### src/hdl/mm_pkg.sv
// Shared types and constants of the matrix multiply block.
`timescale 1ns / 1ps

package mm_pkg;

    // Fixed field widths of the ports.
    localparam int KIND_W    = 2;
    localparam int IDX_W     = 3;
    localparam int IN_W      = 16;
    localparam int OUT_WIDTH = 35;
    localparam int CFG_W     = 4;
    localparam int PADDR_W   = 3;
    localparam int PDATA_W   = 32;

    // Size register value after reset.
    localparam logic [CFG_W-1:0] CFG_RESET = 4'd8;

    // Input beat kinds.
    localparam logic [KIND_W-1:0] KIND_LOAD_A  = 2'd0;
    localparam logic [KIND_W-1:0] KIND_LOAD_B  = 2'd1;
    localparam logic [KIND_W-1:0] KIND_COMPUTE = 2'd2;

    // Register indexes, taken from address bit 2.
    localparam logic REG_NUM_ROWS = 1'b0;
    localparam logic REG_NUM_COLS = 1'b1;

    // Commands from the controller to the datapath.
    typedef struct packed {
        logic wr_a;
        logic wr_b;
        logic rd;
        logic acc_clr;
        logic out_load;
        logic out_last;
    } t_cmd;

    // Status from the datapath to the controller.
    typedef struct packed {
        logic busy;
        logic out_free;
    } t_status;

endpackage

### src/hdl/matrix_multiply.sv
// Top level of the integer matrix multiply block.
//
//   Channel   Direction  Handshake                  Beat contents
//   input     in         i_in_valid / o_in_ready    kind, row, column, element value
//   output    out        o_out_valid / i_out_ready  row, column, product, last flag
//   config    in         psel / penable / pready    num_rows at 0x0, num_cols at 0x4
//
// Load beats are accepted back to back.
// A compute beat walks each result element; per element it issues depth store reads,
// depth being min(rows, cols), drains the multiply and accumulate stages and loads the
// output register, with output stalls adding to the run; a zero size gives no beats.
// Reset is synchronous and active low; the operand stores are not cleared.
// A stalled output holds the walk in its drain step until the beat is taken.
`timescale 1ns / 1ps

module matrix_multiply #(
    parameter int MAX_DIM    = 8,
    parameter int ELEM_WIDTH = 16
) (
    input  logic                                 i_clk,
    input  logic                                 i_rst_n,
    input  logic                                 psel,
    input  logic                                 penable,
    input  logic                                 pwrite,
    input  logic [mm_pkg::PADDR_W-1:0]           paddr,
    input  logic [mm_pkg::PDATA_W-1:0]           pwdata,
    output logic [mm_pkg::PDATA_W-1:0]           prdata,
    output logic                                 pready,
    input  logic                                 i_in_valid,
    output logic                                 o_in_ready,
    input  logic [mm_pkg::KIND_W-1:0]            i_kind,
    input  logic [mm_pkg::IDX_W-1:0]             i_row_index,
    input  logic [mm_pkg::IDX_W-1:0]             i_col_index,
    input  logic signed [mm_pkg::IN_W-1:0]       i_element_value,
    output logic                                 o_out_valid,
    input  logic                                 i_out_ready,
    output logic [mm_pkg::IDX_W-1:0]             o_out_row,
    output logic [mm_pkg::IDX_W-1:0]             o_out_col,
    output logic signed [mm_pkg::OUT_WIDTH-1:0]  o_product_value,
    output logic                                 o_is_last
);

    localparam int DIM_W = $clog2(MAX_DIM);

    logic [mm_pkg::CFG_W-1:0] num_rows;
    logic [mm_pkg::CFG_W-1:0] num_cols;
    mm_pkg::t_cmd             cmd;
    mm_pkg::t_status          status;
    logic [DIM_W-1:0]         idx_i;
    logic [DIM_W-1:0]         idx_j;
    logic [DIM_W-1:0]         idx_k;

    // Size registers.
    mm_regs u_regs (
        .i_clk      (i_clk),
        .i_rst_n    (i_rst_n),
        .psel       (psel),
        .penable    (penable),
        .pwrite     (pwrite),
        .paddr      (paddr),
        .pwdata     (pwdata),
        .prdata     (prdata),
        .pready     (pready),
        .o_num_rows (num_rows),
        .o_num_cols (num_cols)
    );

    // Sequencer.
    mm_ctrl #(
        .MAX_DIM (MAX_DIM)
    ) u_ctrl (
        .i_clk       (i_clk),
        .i_rst_n     (i_rst_n),
        .i_in_valid  (i_in_valid),
        .o_in_ready  (o_in_ready),
        .i_kind      (i_kind),
        .i_row_index (i_row_index),
        .i_col_index (i_col_index),
        .i_num_rows  (num_rows),
        .i_num_cols  (num_cols),
        .i_status    (status),
        .o_cmd       (cmd),
        .o_i         (idx_i),
        .o_j         (idx_j),
        .o_k         (idx_k)
    );

    // Stores and arithmetic.
    mm_dpath #(
        .MAX_DIM    (MAX_DIM),
        .ELEM_WIDTH (ELEM_WIDTH)
    ) u_dpath (
        .i_clk           (i_clk),
        .i_rst_n         (i_rst_n),
        .i_cmd           (cmd),
        .o_status        (status),
        .i_row_index     (i_row_index),
        .i_col_index     (i_col_index),
        .i_element_value (i_element_value),
        .i_i             (idx_i),
        .i_j             (idx_j),
        .i_k             (idx_k),
        .o_out_valid     (o_out_valid),
        .i_out_ready     (i_out_ready),
        .o_out_row       (o_out_row),
        .o_out_col       (o_out_col),
        .o_product_value (o_product_value),
        .o_is_last       (o_is_last)
    );

endmodule

### src/hdl/mm_regs.sv
// Configuration register file with its APB-style access port.
`timescale 1ns / 1ps

module mm_regs (
    input  logic                          i_clk,
    input  logic                          i_rst_n,
    input  logic                          psel,
    input  logic                          penable,
    input  logic                          pwrite,
    input  logic [mm_pkg::PADDR_W-1:0]    paddr,
    input  logic [mm_pkg::PDATA_W-1:0]    pwdata,
    output logic [mm_pkg::PDATA_W-1:0]    prdata,
    output logic                          pready,
    output logic [mm_pkg::CFG_W-1:0]      o_num_rows,
    output logic [mm_pkg::CFG_W-1:0]      o_num_cols
);

    logic [mm_pkg::CFG_W-1:0] r_num_rows;
    logic [mm_pkg::CFG_W-1:0] r_num_cols;
    logic                     wr_en;
    logic                     reg_sel;

    // The port never inserts wait states.
    assign pready  = 1'b1;
    assign wr_en   = psel & penable & pwrite;
    assign reg_sel = paddr[2];

    // Register writes in the access phase.
    always_ff @(posedge i_clk) begin
        if (!i_rst_n) begin
            r_num_rows <= mm_pkg::CFG_RESET;
            r_num_cols <= mm_pkg::CFG_RESET;
        end else if (wr_en) begin
            unique case (reg_sel)
                mm_pkg::REG_NUM_ROWS: r_num_rows <= pwdata[mm_pkg::CFG_W-1:0];
                mm_pkg::REG_NUM_COLS: r_num_cols <= pwdata[mm_pkg::CFG_W-1:0];
                default: ;
            endcase
        end
    end

    // Read data mux.
    always_comb begin
        unique case (reg_sel)
            mm_pkg::REG_NUM_ROWS: prdata = mm_pkg::PDATA_W'(r_num_rows);
            mm_pkg::REG_NUM_COLS: prdata = mm_pkg::PDATA_W'(r_num_cols);
            default:              prdata = '0;
        endcase
    end

    assign o_num_rows = r_num_rows;
    assign o_num_cols = r_num_cols;

endmodule

### src/hdl/mm_ctrl.sv
// Controller: accepts input beats and sequences the multiply-accumulate walk.
`timescale 1ns / 1ps

module mm_ctrl #(
    parameter int MAX_DIM = 8
) (
    input  logic                          i_clk,
    input  logic                          i_rst_n,
    input  logic                          i_in_valid,
    output logic                          o_in_ready,
    input  logic [mm_pkg::KIND_W-1:0]     i_kind,
    input  logic [mm_pkg::IDX_W-1:0]      i_row_index,
    input  logic [mm_pkg::IDX_W-1:0]      i_col_index,
    input  logic [mm_pkg::CFG_W-1:0]      i_num_rows,
    input  logic [mm_pkg::CFG_W-1:0]      i_num_cols,
    input  mm_pkg::t_status               i_status,
    output mm_pkg::t_cmd                  o_cmd,
    output logic [$clog2(MAX_DIM)-1:0]    o_i,
    output logic [$clog2(MAX_DIM)-1:0]    o_j,
    output logic [$clog2(MAX_DIM)-1:0]    o_k
);

    localparam int DIM_W = $clog2(MAX_DIM);
    localparam int CNT_W = $clog2(MAX_DIM + 1);

    localparam logic [1:0] ST_IDLE  = 2'd0;
    localparam logic [1:0] ST_ISSUE = 2'd1;
    localparam logic [1:0] ST_DRAIN = 2'd2;

    logic [1:0]       r_state, n_state;
    logic [CNT_W-1:0] r_rows, n_rows;
    logic [CNT_W-1:0] r_cols, n_cols;
    logic [CNT_W-1:0] r_depth, n_depth;
    logic [DIM_W-1:0] r_i, n_i;
    logic [DIM_W-1:0] r_j, n_j;
    logic [DIM_W-1:0] r_k, n_k;

    logic             in_fire;
    logic             wr_ok;
    logic [CNT_W-1:0] eff_rows;
    logic [CNT_W-1:0] eff_cols;
    logic [CNT_W-1:0] eff_depth;
    logic             last_row;
    logic             last_col;
    logic             last_k;

    assign o_in_ready = (r_state == ST_IDLE);
    assign in_fire    = i_in_valid & o_in_ready;

    // Writes outside the store are dropped.
    assign wr_ok = (32'(i_row_index) < MAX_DIM) && (32'(i_col_index) < MAX_DIM);

    // Size registers saturate at the store dimension.
    assign eff_rows  = (32'(i_num_rows) > MAX_DIM) ? CNT_W'(MAX_DIM) : CNT_W'(i_num_rows);
    assign eff_cols  = (32'(i_num_cols) > MAX_DIM) ? CNT_W'(MAX_DIM) : CNT_W'(i_num_cols);
    assign eff_depth = (eff_rows < eff_cols) ? eff_rows : eff_cols;

    assign last_row = (CNT_W'(r_i) + CNT_W'(1)) == r_rows;
    assign last_col = (CNT_W'(r_j) + CNT_W'(1)) == r_cols;
    assign last_k   = (CNT_W'(r_k) + CNT_W'(1)) == r_depth;

    // Next-state and command logic.
    always_comb begin
        n_state = r_state;
        n_rows  = r_rows;
        n_cols  = r_cols;
        n_depth = r_depth;
        n_i     = r_i;
        n_j     = r_j;
        n_k     = r_k;
        o_cmd   = '0;
        unique case (r_state)
            ST_IDLE: begin
                if (in_fire) begin
                    case (i_kind)
                        mm_pkg::KIND_LOAD_A: o_cmd.wr_a = wr_ok;
                        mm_pkg::KIND_LOAD_B: o_cmd.wr_b = wr_ok;
                        mm_pkg::KIND_COMPUTE: begin
                            // An empty result matrix gives no beats at all.
                            if (eff_rows != '0 && eff_cols != '0) begin
                                n_rows        = eff_rows;
                                n_cols        = eff_cols;
                                n_depth       = eff_depth;
                                n_i           = '0;
                                n_j           = '0;
                                n_k           = '0;
                                o_cmd.acc_clr = 1'b1;
                                n_state       = ST_ISSUE;
                            end
                        end
                        default: ;
                    endcase
                end
            end
            ST_ISSUE: begin
                // One store read pair per cycle along the inner dimension.
                o_cmd.rd = 1'b1;
                if (last_k) begin
                    n_k     = '0;
                    n_state = ST_DRAIN;
                end else begin
                    n_k = DIM_W'(r_k + DIM_W'(1));
                end
            end
            ST_DRAIN: begin
                // Emit once the pipeline is empty and the output stage is free.
                if (!i_status.busy && i_status.out_free) begin
                    o_cmd.out_load = 1'b1;
                    o_cmd.acc_clr  = 1'b1;
                    o_cmd.out_last = last_row & last_col;
                    if (last_col) begin
                        n_j = '0;
                        if (last_row) begin
                            n_state = ST_IDLE;
                        end else begin
                            n_i     = DIM_W'(r_i + DIM_W'(1));
                            n_state = ST_ISSUE;
                        end
                    end else begin
                        n_j     = DIM_W'(r_j + DIM_W'(1));
                        n_state = ST_ISSUE;
                    end
                end
            end
            default: n_state = ST_IDLE;
        endcase
    end

    // State and counter registers.
    always_ff @(posedge i_clk) begin
        if (!i_rst_n) begin
            r_state <= ST_IDLE;
            r_rows  <= '0;
            r_cols  <= '0;
            r_depth <= '0;
            r_i     <= '0;
            r_j     <= '0;
            r_k     <= '0;
        end else begin
            r_state <= n_state;
            r_rows  <= n_rows;
            r_cols  <= n_cols;
            r_depth <= n_depth;
            r_i     <= n_i;
            r_j     <= n_j;
            r_k     <= n_k;
        end
    end

    assign o_i = r_i;
    assign o_j = r_j;
    assign o_k = r_k;

endmodule

### src/hdl/mm_dpath.sv
// Datapath: operand stores, multiply-accumulate pipeline and output register.
`timescale 1ns / 1ps

module mm_dpath #(
    parameter int MAX_DIM    = 8,
    parameter int ELEM_WIDTH = 16
) (
    input  logic                                 i_clk,
    input  logic                                 i_rst_n,
    input  mm_pkg::t_cmd                         i_cmd,
    output mm_pkg::t_status                      o_status,
    input  logic [mm_pkg::IDX_W-1:0]             i_row_index,
    input  logic [mm_pkg::IDX_W-1:0]             i_col_index,
    input  logic signed [mm_pkg::IN_W-1:0]       i_element_value,
    input  logic [$clog2(MAX_DIM)-1:0]           i_i,
    input  logic [$clog2(MAX_DIM)-1:0]           i_j,
    input  logic [$clog2(MAX_DIM)-1:0]           i_k,
    output logic                                 o_out_valid,
    input  logic                                 i_out_ready,
    output logic [mm_pkg::IDX_W-1:0]             o_out_row,
    output logic [mm_pkg::IDX_W-1:0]             o_out_col,
    output logic signed [mm_pkg::OUT_WIDTH-1:0]  o_product_value,
    output logic                                 o_is_last
);

    localparam int MEM_DEPTH = MAX_DIM * MAX_DIM;
    localparam int ADDR_W    = $clog2(MEM_DEPTH);
    localparam int PROD_W    = 2 * ELEM_WIDTH;

    logic signed [ELEM_WIDTH-1:0]       r_mem_a [MEM_DEPTH];
    logic signed [ELEM_WIDTH-1:0]       r_mem_b [MEM_DEPTH];
    logic signed [ELEM_WIDTH-1:0]       r_a_rd;
    logic signed [ELEM_WIDTH-1:0]       r_b_rd;
    logic                               r_rd_v;
    logic signed [PROD_W-1:0]           r_prod;
    logic                               r_prod_v;
    logic signed [mm_pkg::OUT_WIDTH-1:0] r_acc;
    logic                               r_out_valid;
    logic [mm_pkg::IDX_W-1:0]           r_out_row;
    logic [mm_pkg::IDX_W-1:0]           r_out_col;
    logic signed [mm_pkg::OUT_WIDTH-1:0] r_out_value;
    logic                               r_out_last;

    logic [ADDR_W-1:0]                  wr_addr;
    logic [ADDR_W-1:0]                  a_addr;
    logic [ADDR_W-1:0]                  b_addr;
    logic signed [ELEM_WIDTH-1:0]       wr_data;

    // Row-major store addresses.
    assign wr_addr = ADDR_W'(ADDR_W'(i_row_index) * ADDR_W'(MAX_DIM) + ADDR_W'(i_col_index));
    assign a_addr  = ADDR_W'(ADDR_W'(i_i) * ADDR_W'(MAX_DIM) + ADDR_W'(i_k));
    assign b_addr  = ADDR_W'(ADDR_W'(i_k) * ADDR_W'(MAX_DIM) + ADDR_W'(i_j));

    // The element keeps its low bits, sign-extended to the store width.
    assign wr_data = ELEM_WIDTH'(i_element_value);

    // Operand stores: one write port, one registered read port each.
    always_ff @(posedge i_clk) begin
        if (i_cmd.wr_a) begin
            r_mem_a[wr_addr] <= wr_data;
        end
        if (i_cmd.rd) begin
            r_a_rd <= r_mem_a[a_addr];
        end
    end

    always_ff @(posedge i_clk) begin
        if (i_cmd.wr_b) begin
            r_mem_b[wr_addr] <= wr_data;
        end
        if (i_cmd.rd) begin
            r_b_rd <= r_mem_b[b_addr];
        end
    end

    // Multiply stage and pipeline valid flags.
    always_ff @(posedge i_clk) begin
        if (!i_rst_n) begin
            r_rd_v   <= 1'b0;
            r_prod_v <= 1'b0;
        end else begin
            r_rd_v   <= i_cmd.rd;
            r_prod_v <= r_rd_v;
        end
    end

    always_ff @(posedge i_clk) begin
        r_prod <= r_a_rd * r_b_rd;
    end

    // Accumulator wraps at the output width.
    always_ff @(posedge i_clk) begin
        if (i_cmd.acc_clr) begin
            r_acc <= '0;
        end else if (r_prod_v) begin
            r_acc <= r_acc + mm_pkg::OUT_WIDTH'(r_prod);
        end
    end

    // Output register holds one beat until it is taken.
    always_ff @(posedge i_clk) begin
        if (!i_rst_n) begin
            r_out_valid <= 1'b0;
        end else if (i_cmd.out_load) begin
            r_out_valid <= 1'b1;
        end else if (i_out_ready) begin
            r_out_valid <= 1'b0;
        end
    end

    always_ff @(posedge i_clk) begin
        if (i_cmd.out_load) begin
            r_out_row   <= mm_pkg::IDX_W'(i_i);
            r_out_col   <= mm_pkg::IDX_W'(i_j);
            r_out_value <= r_acc;
            r_out_last  <= i_cmd.out_last;
        end
    end

    assign o_status.busy     = r_rd_v | r_prod_v;
    assign o_status.out_free = ~r_out_valid | i_out_ready;

    assign o_out_valid     = r_out_valid;
    assign o_out_row       = r_out_row;
    assign o_out_col       = r_out_col;
    assign o_product_value = r_out_value;
    assign o_is_last       = r_out_last;

endmodule

### config.mk
export PLATFORM = sky130hd
export DESIGN_NAME = matrix_multiply
export DESIGN_NICKNAME = d
export VERILOG_FILES = /design/src/hdl/mm_pkg.sv /design/src/hdl/matrix_multiply.sv /design/src/hdl/mm_regs.sv /design/src/hdl/mm_ctrl.sv /design/src/hdl/mm_dpath.sv
export SDC_FILE = /design/constraint.sdc
export NUM_CORES = 2
export LEC_CHECK = 0
export BUFFER_PORTS_ARGS = -buffer_cell sky130_fd_sc_hd__buf_2
export CORE_UTILIZATION = 65
export DETAILED_ROUTE_END_ITERATION = 16
export HOLD_SLACK_MARGIN = 0.08
export PLACE_DENSITY = 0.82
export SLEW_MARGIN = 20
export SYNTH_ARGS = -nofsm -noshare
export SYNTH_HDL_FRONTEND = slang
export SYNTH_SLANG_ARGS = --single-unit
### constraint.sdc
create_clock -name i_clk -period 12.36 [get_ports i_clk]
set_input_delay 2.472 -clock i_clk [delete_from_list [all_inputs] [get_ports i_clk]]
set_output_delay 2.472 -clock i_clk [all_outputs]
set_load 0.02 [all_outputs]
Word-level counts from Yosys, hierarchy flattened
Memories as Yosys holds them, arrays and structs flattened. A register that Yosys moved wholly into a read port is not among the register bits.
Index checks and enable logic that the tools add are counted.
W data, S select, Z words.
{"block": "op_classes", "muxes": 41, "n_eq_ne": 14, "addsub": 10, "mul": 1, "magnitude_cmp": 3, "bitwise_logic": 8, "reduce_logical": 18}
{"op": "$pmux W32 S2", "n": 1}
{"op": "$add A35 B32 Y35", "n": 1}
{"op": "$mul A16 B16 Y32", "n": 1}
{"op": "$mux W3", "n": 10}
{"op": "$add A6 B3 Y6", "n": 3}
{"op": "$pmux W3 S2", "n": 3}
{"op": "$mux W2", "n": 8}
{"op": "$mux W1", "n": 14}
{"op": "$add A3 B1 Y4 const B", "n": 3}
{"op": "$eq A4 B4 Y1", "n": 3}
{"op": "$mux W4", "n": 3}
{"op": "$reduce_and A5 Y1", "n": 2}
{"op": "$add A3 B1 Y3 const B", "n": 3}
{"op": "$gt A4 B4 Y1 const B", "n": 2}
{"op": "$ne A2 B2 Y1 const B", "n": 4}
{"op": "$reduce_and A4 Y1", "n": 2}
{"op": "$reduce_bool A4 Y1", "n": 2}
{"op": "$reduce_and A7 Y1", "n": 1}
{"op": "$ne A2 B1 Y1 const B", "n": 3}
{"op": "$pmux W2 S3", "n": 1}
{"op": "$reduce_and A2 Y1", "n": 3}
{"op": "$reduce_bool A2 Y1", "n": 3}
{"op": "$and A1 B1 Y1", "n": 4}
{"op": "$eq A2 B1 Y1 const B", "n": 2}
{"op": "other kinds (8)", "n": 13}
{"block": "totals", "n_memories": 2, "in_bits": 66, "regBits": 143, "wordCells": 115, "output_inout_bits": 77, "ramBits": 2048}
{"memory": "u_dpath.r_mem_a", "depth": 64, "word_bits": 16, "rd": 1, "rd_clocked_by_memory_dff": 1, "write_ports": 1, "line_no": "mm_dpath.sv:30", "rtl": "logic signed [ELEM_WIDTH-1:0] r_mem_a [MEM_DEPTH];"}
{"memory": "u_dpath.r_mem_b", "depth": 64, "word_bits": 16, "rd": 1, "rd_clocked_by_memory_dff": 1, "write_ports": 1, "line_no": "mm_dpath.sv:31", "rtl": "logic signed [ELEM_WIDTH-1:0] r_mem_b [MEM_DEPTH];"}

Longest topological paths before layout
{"block": "depth", "ltp_word": 8, "mapped_depth": 25, "depth_no_buf": 24}

Hierarchy
From an unflattened synthesis, not the netlist that was laid out.
{"block": "hier_totals", "hier_cells": 4846, "area_unflattened_um2": 95701.8}
{"mod": "mm_dpath", "n_inst": 1, "seq_area_each_um2": 65122.5, "cells_each": 4607, "area_per_inst_um2": 93651.1}
{"mod": "mm_ctrl", "n_inst": 1, "seq_area_each_um2": 460.4, "cells_each": 172, "area_per_inst_um2": 1462.7}
{"mod": "mm_regs", "n_inst": 1, "seq_area_each_um2": 160.2, "cells_each": 67, "area_per_inst_um2": 588.1}

Least setup slack after synthesis
OpenSTA, ideal clock, no wires.
{"block": "synth_timing", "kind": "in2reg", "from": "input i_out_ready", "to": "register u_ctrl.r_i[1] (netlist: u_ctrl.o_i[1])", "path_buffers": 0, "required_time_ns": 12.284, "stages": 7, "arrival_ns": 6.225, "setup_time_ns": 0.076, "slack_ns": 6.060, "cell_sequence": "nor2b_1 or3_1 nor2_1 o32ai_1 or3_1 or3_1 a21boi_0"}
{"block": "synth_between", "elab_chain_cells": 4}
{"item": "from (decl)", "line_no": "matrix_multiply.sv:36", "rtl": "input logic i_out_ready,"}
{"item": "$or A1 B1 Y1", "line_no": "mm_dpath.sv:121", "rtl": "assign o_status.out_free = ~r_out_valid | i_out_ready;"}
{"item": "$logic_and A1 B1 Y1", "line_no": "mm_ctrl.sv:107", "rtl": "if (!i_status.busy && i_status.out_free) begin"}
{"item": "$ne A2 B1 Y1 (no line)"}
{"item": "$reduce_and A7 Y1 (no line)"}
{"item": "to (signal assigned)", "line_no": "mm_ctrl.sv:144", "rtl": "r_i <= n_i;"}
{"item": "to (decl)", "line_no": "mm_ctrl.sv:34", "rtl": "logic [DIM_W-1:0] r_i, n_i;"}
No other way between the ends.
A chain may end at the register's enable or synchronous reset.

Worst setup path in the final report
{"block": "layout_timing", "from": "register u_dpath.r_b_rd[1] (read register of u_dpath.r_mem_b)", "to": "register u_dpath.r_prod[31]"}
{"block": "layout_between", "elab_chain_cells": 1}
{"item": "from (decl)", "line_no": "mm_dpath.sv:33", "rtl": "logic signed [ELEM_WIDTH-1:0] r_b_rd;"}
{"item": "$mul A16 B16 Y32", "line_no": "mm_dpath.sv:88", "rtl": "r_prod <= r_a_rd * r_b_rd;"}
{"item": "to (signal assigned)", "line_no": "mm_dpath.sv:88"}
{"item": "to (decl)", "line_no": "mm_dpath.sv:35", "rtl": "logic signed [PROD_W-1:0] r_prod;"}
No other way between the ends.

==> results.toml <==
[setup_path]
critPathTopFamily = "adder cells"
crit_buf_inv = 3
cp_common_cell = "fa_1"
critPathKind = "reg -> reg"
cp-end-kind = "flip-flop"
start_kind = "flip-flop"
crit_path_max_fanout = 16
critical_path.cell_chain = "nand2_1 -> fa_1 -> fa_1 -> fa_1 -> inv_1 -> fa_1 -> fa_1 -> inv_1 -> fa_1 -> inv_1 -> ha_1 -> a21oi_1 -> o21ai_0 -> a311oi_4 -> o21ai_2 -> a221oi_1 -> o21ai_1 -> o211a_1 -> o21a_1 -> nor2_1 -> xnor2_1"
crit_path_top_delay_cell = "edfxtp_1"
worstPathArrival_ns = 7.59
cp.required_ns = 13.13
critPathMaxStageDelay_ns = 0.81

[drt]
antenna_left = 0
via_per_inst = 6.74
vias = 54400
drt-initial-drc-count = 7548
first_pass_iters = 6
routed_wirelength_um = 236000
drc = 0
wl_per_cell_um = 29.3

[clocking]
cts_buffer_depth = 3
cts_tree = "done"
ctsResizeCount = 0
numCtsBuffers = 208
cts.sinks = 2223
clk_pin_slew_worst_paths_ns = 0.06
post-cts-setup-buffer-count = 0
root_buffer = "clkbuf_16"
htreeDepth = 4
ctsHoldBuffers = 0
clock_latency_ns = 0.86

[power]
vdd_drop_max_mv = 0.251
p_per_area_nw_per_um2 = 194
power_leakage_nw = 34.9

[sta]
tightest_slew_ns = 1.23
relSlewSlack = 0.180
setup_viol = 0
period_needed_ns = 6.83
finalCritPeriodShare = 0.552
timing.fmax_ghz = 0.146
setup_tns_ns = 0
fin_worst_skew_ns = 0.0232
fin_ws_ns = 5.53
drv_slew = 0
hold_viol = 0
grt_setup_unrepaired = "false"

[die]
core_um2 = 148000
std_cell_rows = 141
die_w_um = 388
pin_count = 143
initial_utilization = 0.655
die_area_um2 = 150000
die_h_um = 388

[cells_and_area]
mostFrequentLayoutCell = "edfxtp_1"
layout_common_cells = "edfxtp_1 (2122), mux2i_1 (426), a21oi_1 (319)"
layout.cells.non_filler = 8069
area_growth_pct = 10.1
final_layout_size_suffix_gt1_frac = 0.166
final_nets = 6414

[global_routing]
grt.total_usage = 0.316
antenna_found_initial = 15
grt_pass1_wl_um = 348000
overflow = 0
grt_max_degree = 130
grt_pass1_vias = 54800

[yosys]
synth_edf_count = 2122
yosysWarnings = 0
async_flop_share = 0
synth_top_flop_cell = "edfxtp_1"
syn_area_um2 = 96700
ys_seq_area_frac = 0.680
postSynthAreaPerCell_um2 = 16.7
syn_inst = 5773
yosys.cell_types.count = 77
ys_seq_elements = 2223

[min_path]
hold_class = "reg -> reg"

[place]
dp_slack_ns = 5.58
routabilityCongestion = 0.859
place_hpwl_um = 134000
placement.io_buffers = 83
dp.cells = 7681

[run_status]
status = "finished clean"

[run]
maxCapViolations = 0
## cell usage after synthesis (5+ instances only)
master | instances | area, um^2
buf_4 | 29 | 218
nor2_1 | 220 | 826
nor2b_1 | 36 | 225
o211a_1 | 6 | 60.1
clkbuf_1 | 190 | 713
nand2_1 | 311 | 1170
nand4_1 | 5 | 31.3
buf_1 | 60 | 225
a21o_1 | 26 | 195
mux4_2 | 288 | 6490
xor2_1 | 21 | 184
o22ai_1 | 130 | 813
o21bai_1 | 7 | 52.6
o21ai_0 | 156 | 781
fa_1 | 263 | 5270
o211ai_1 | 5 | 37.5
o221ai_1 | 128 | 1120
mux2i_1 | 426 | 4260
o21a_1 | 7 | 52.6
dfxtp_1 | 101 | 2020
nor3_1 | 9 | 45.0
or3_1 | 9 | 56.3
edfxtp_1 | 2122 | 63700
ha_1 | 122 | 1530
nand2b_1 | 14 | 87.6
inv_1 | 310 | 1160
mux2_2 | 132 | 1490
a21oi_1 | 319 | 1600
buf_2 | 34 | 170
a31oi_1 | 7 | 43.8
nand3_1 | 15 | 75.1
and2_1 | 135 | 845
xnor2_1 | 55 | 482
## worst register-to-register path: stages (launching register included)
cell and delay, ns:
edfxtp_1 0.81, nand2_1 0.18, fa_1 0.54, fa_1 0.52
fa_1 0.53, inv_1 0.06, fa_1 0.49, fa_1 0.49
inv_1 0.05, fa_1 0.47, inv_1 0.04, ha_1 0.33
a21oi_1 0.21, o21ai_0 0.20, a311oi_4 0.40, o21ai_2 0.13
a221oi_1 0.45, o21ai_1 0.21, o211a_1 0.26, o21a_1 0.16
nor2_1 0.10, xnor2_1 0.13
## logic make-up after synthesis
family | Yosys count | share of synthesized area
AO/OA/AOI/OAI | 832 | 0.0534
XOR/XNOR | 76 | 0.00688
adder cells (fa/ha/maj) | 385 | 0.0702
buffers and inverters | 626 | 0.0259
flip-flops | 2223 | 0.680
multiplexers | 846 | 0.127
other | 2 | 0.0000777
AND/OR/NAND/NOR | 783 | 0.0369
## final timing paths
path                                   startpoint                          end  slack [ns]  depth (start not counted)
worst max-delay path            u_dpath.r_b_rd[1]           u_dpath.r_prod[31]        5.53                         21
worst min register to register  u_dpath.r_acc[20]  u_dpath.o_product_value[20]        0.47                          0
worst min-delay path            u_dpath.r_acc[20]  u_dpath.o_product_value[20]        0.47                          0
worst max register to register  u_dpath.r_b_rd[1]           u_dpath.r_prod[31]        5.53                         21
## state kept, by name, indices dropped and copies added (netlist names), 4 cells and up
register and count:
u_dpath.r_acc 35, u_dpath.r_a_rd 16, u_ctrl.r_rows 4, u_regs.o_num_cols 4
u_dpath.r_mem_b 1024, u_dpath.r_b_rd 16, u_regs.o_num_rows 4, u_dpath.o_product_value 35
u_ctrl.r_depth 4, u_dpath.r_prod 32, u_ctrl.r_cols 4, u_dpath.r_mem_a 1024
## area by class of cell
| class | count | area [um^2] |
|---|---|---|
| Sequential cell | 2223 | 65800 |
| Fill cell | 8253 | 41200 |
| Multi-Input combinational cell | 2951 | 28600 |
| Clock buffer | 267 | 5500 |
| Tap cell | 1930 | 2410 |
| Timing Repair Buffer | 268 | 1920 |
| Inverter | 311 | 1170 |
| Clock inverter | 115 | 1070 |
| Antenna cell | 4 | 10.0 |
## metal layers
layer | up-vias | global-route usage | share of wire
met4 | 10 | 0.130 | 0.043
met3 | 644 | 0.0739 | 0.12
met2 | 3993 | 0.497 | 0.47
met5 | - | 0 | 0.00030
met1 | 27300 | 0.431 | 0.36
li1 | 22400 | - | -
## through the flow
step                area (um^2)  hold slack, ns  total power (W)   util
floorplan                 96800           0.406           0.0134      -
global placement          99800           0.456           0.0144  0.676
detailed placement        99800           0.450           0.0146  0.676
CTS                      106000           0.474           0.0207  0.720
global route             106000           0.480           0.0218  0.721
finish                   106000           0.474           0.0207  0.721
## where the power goes
group	leakage (nW)	switching, W	internal, W
Sequential	19.9	0.000106	0.00846
Combinational	11.8	0.00324	0.00264
Clock	3.18	0.00278	0.00342
Total	34.9	0.00613	0.0145
Power figures use the tool's default switching activity.
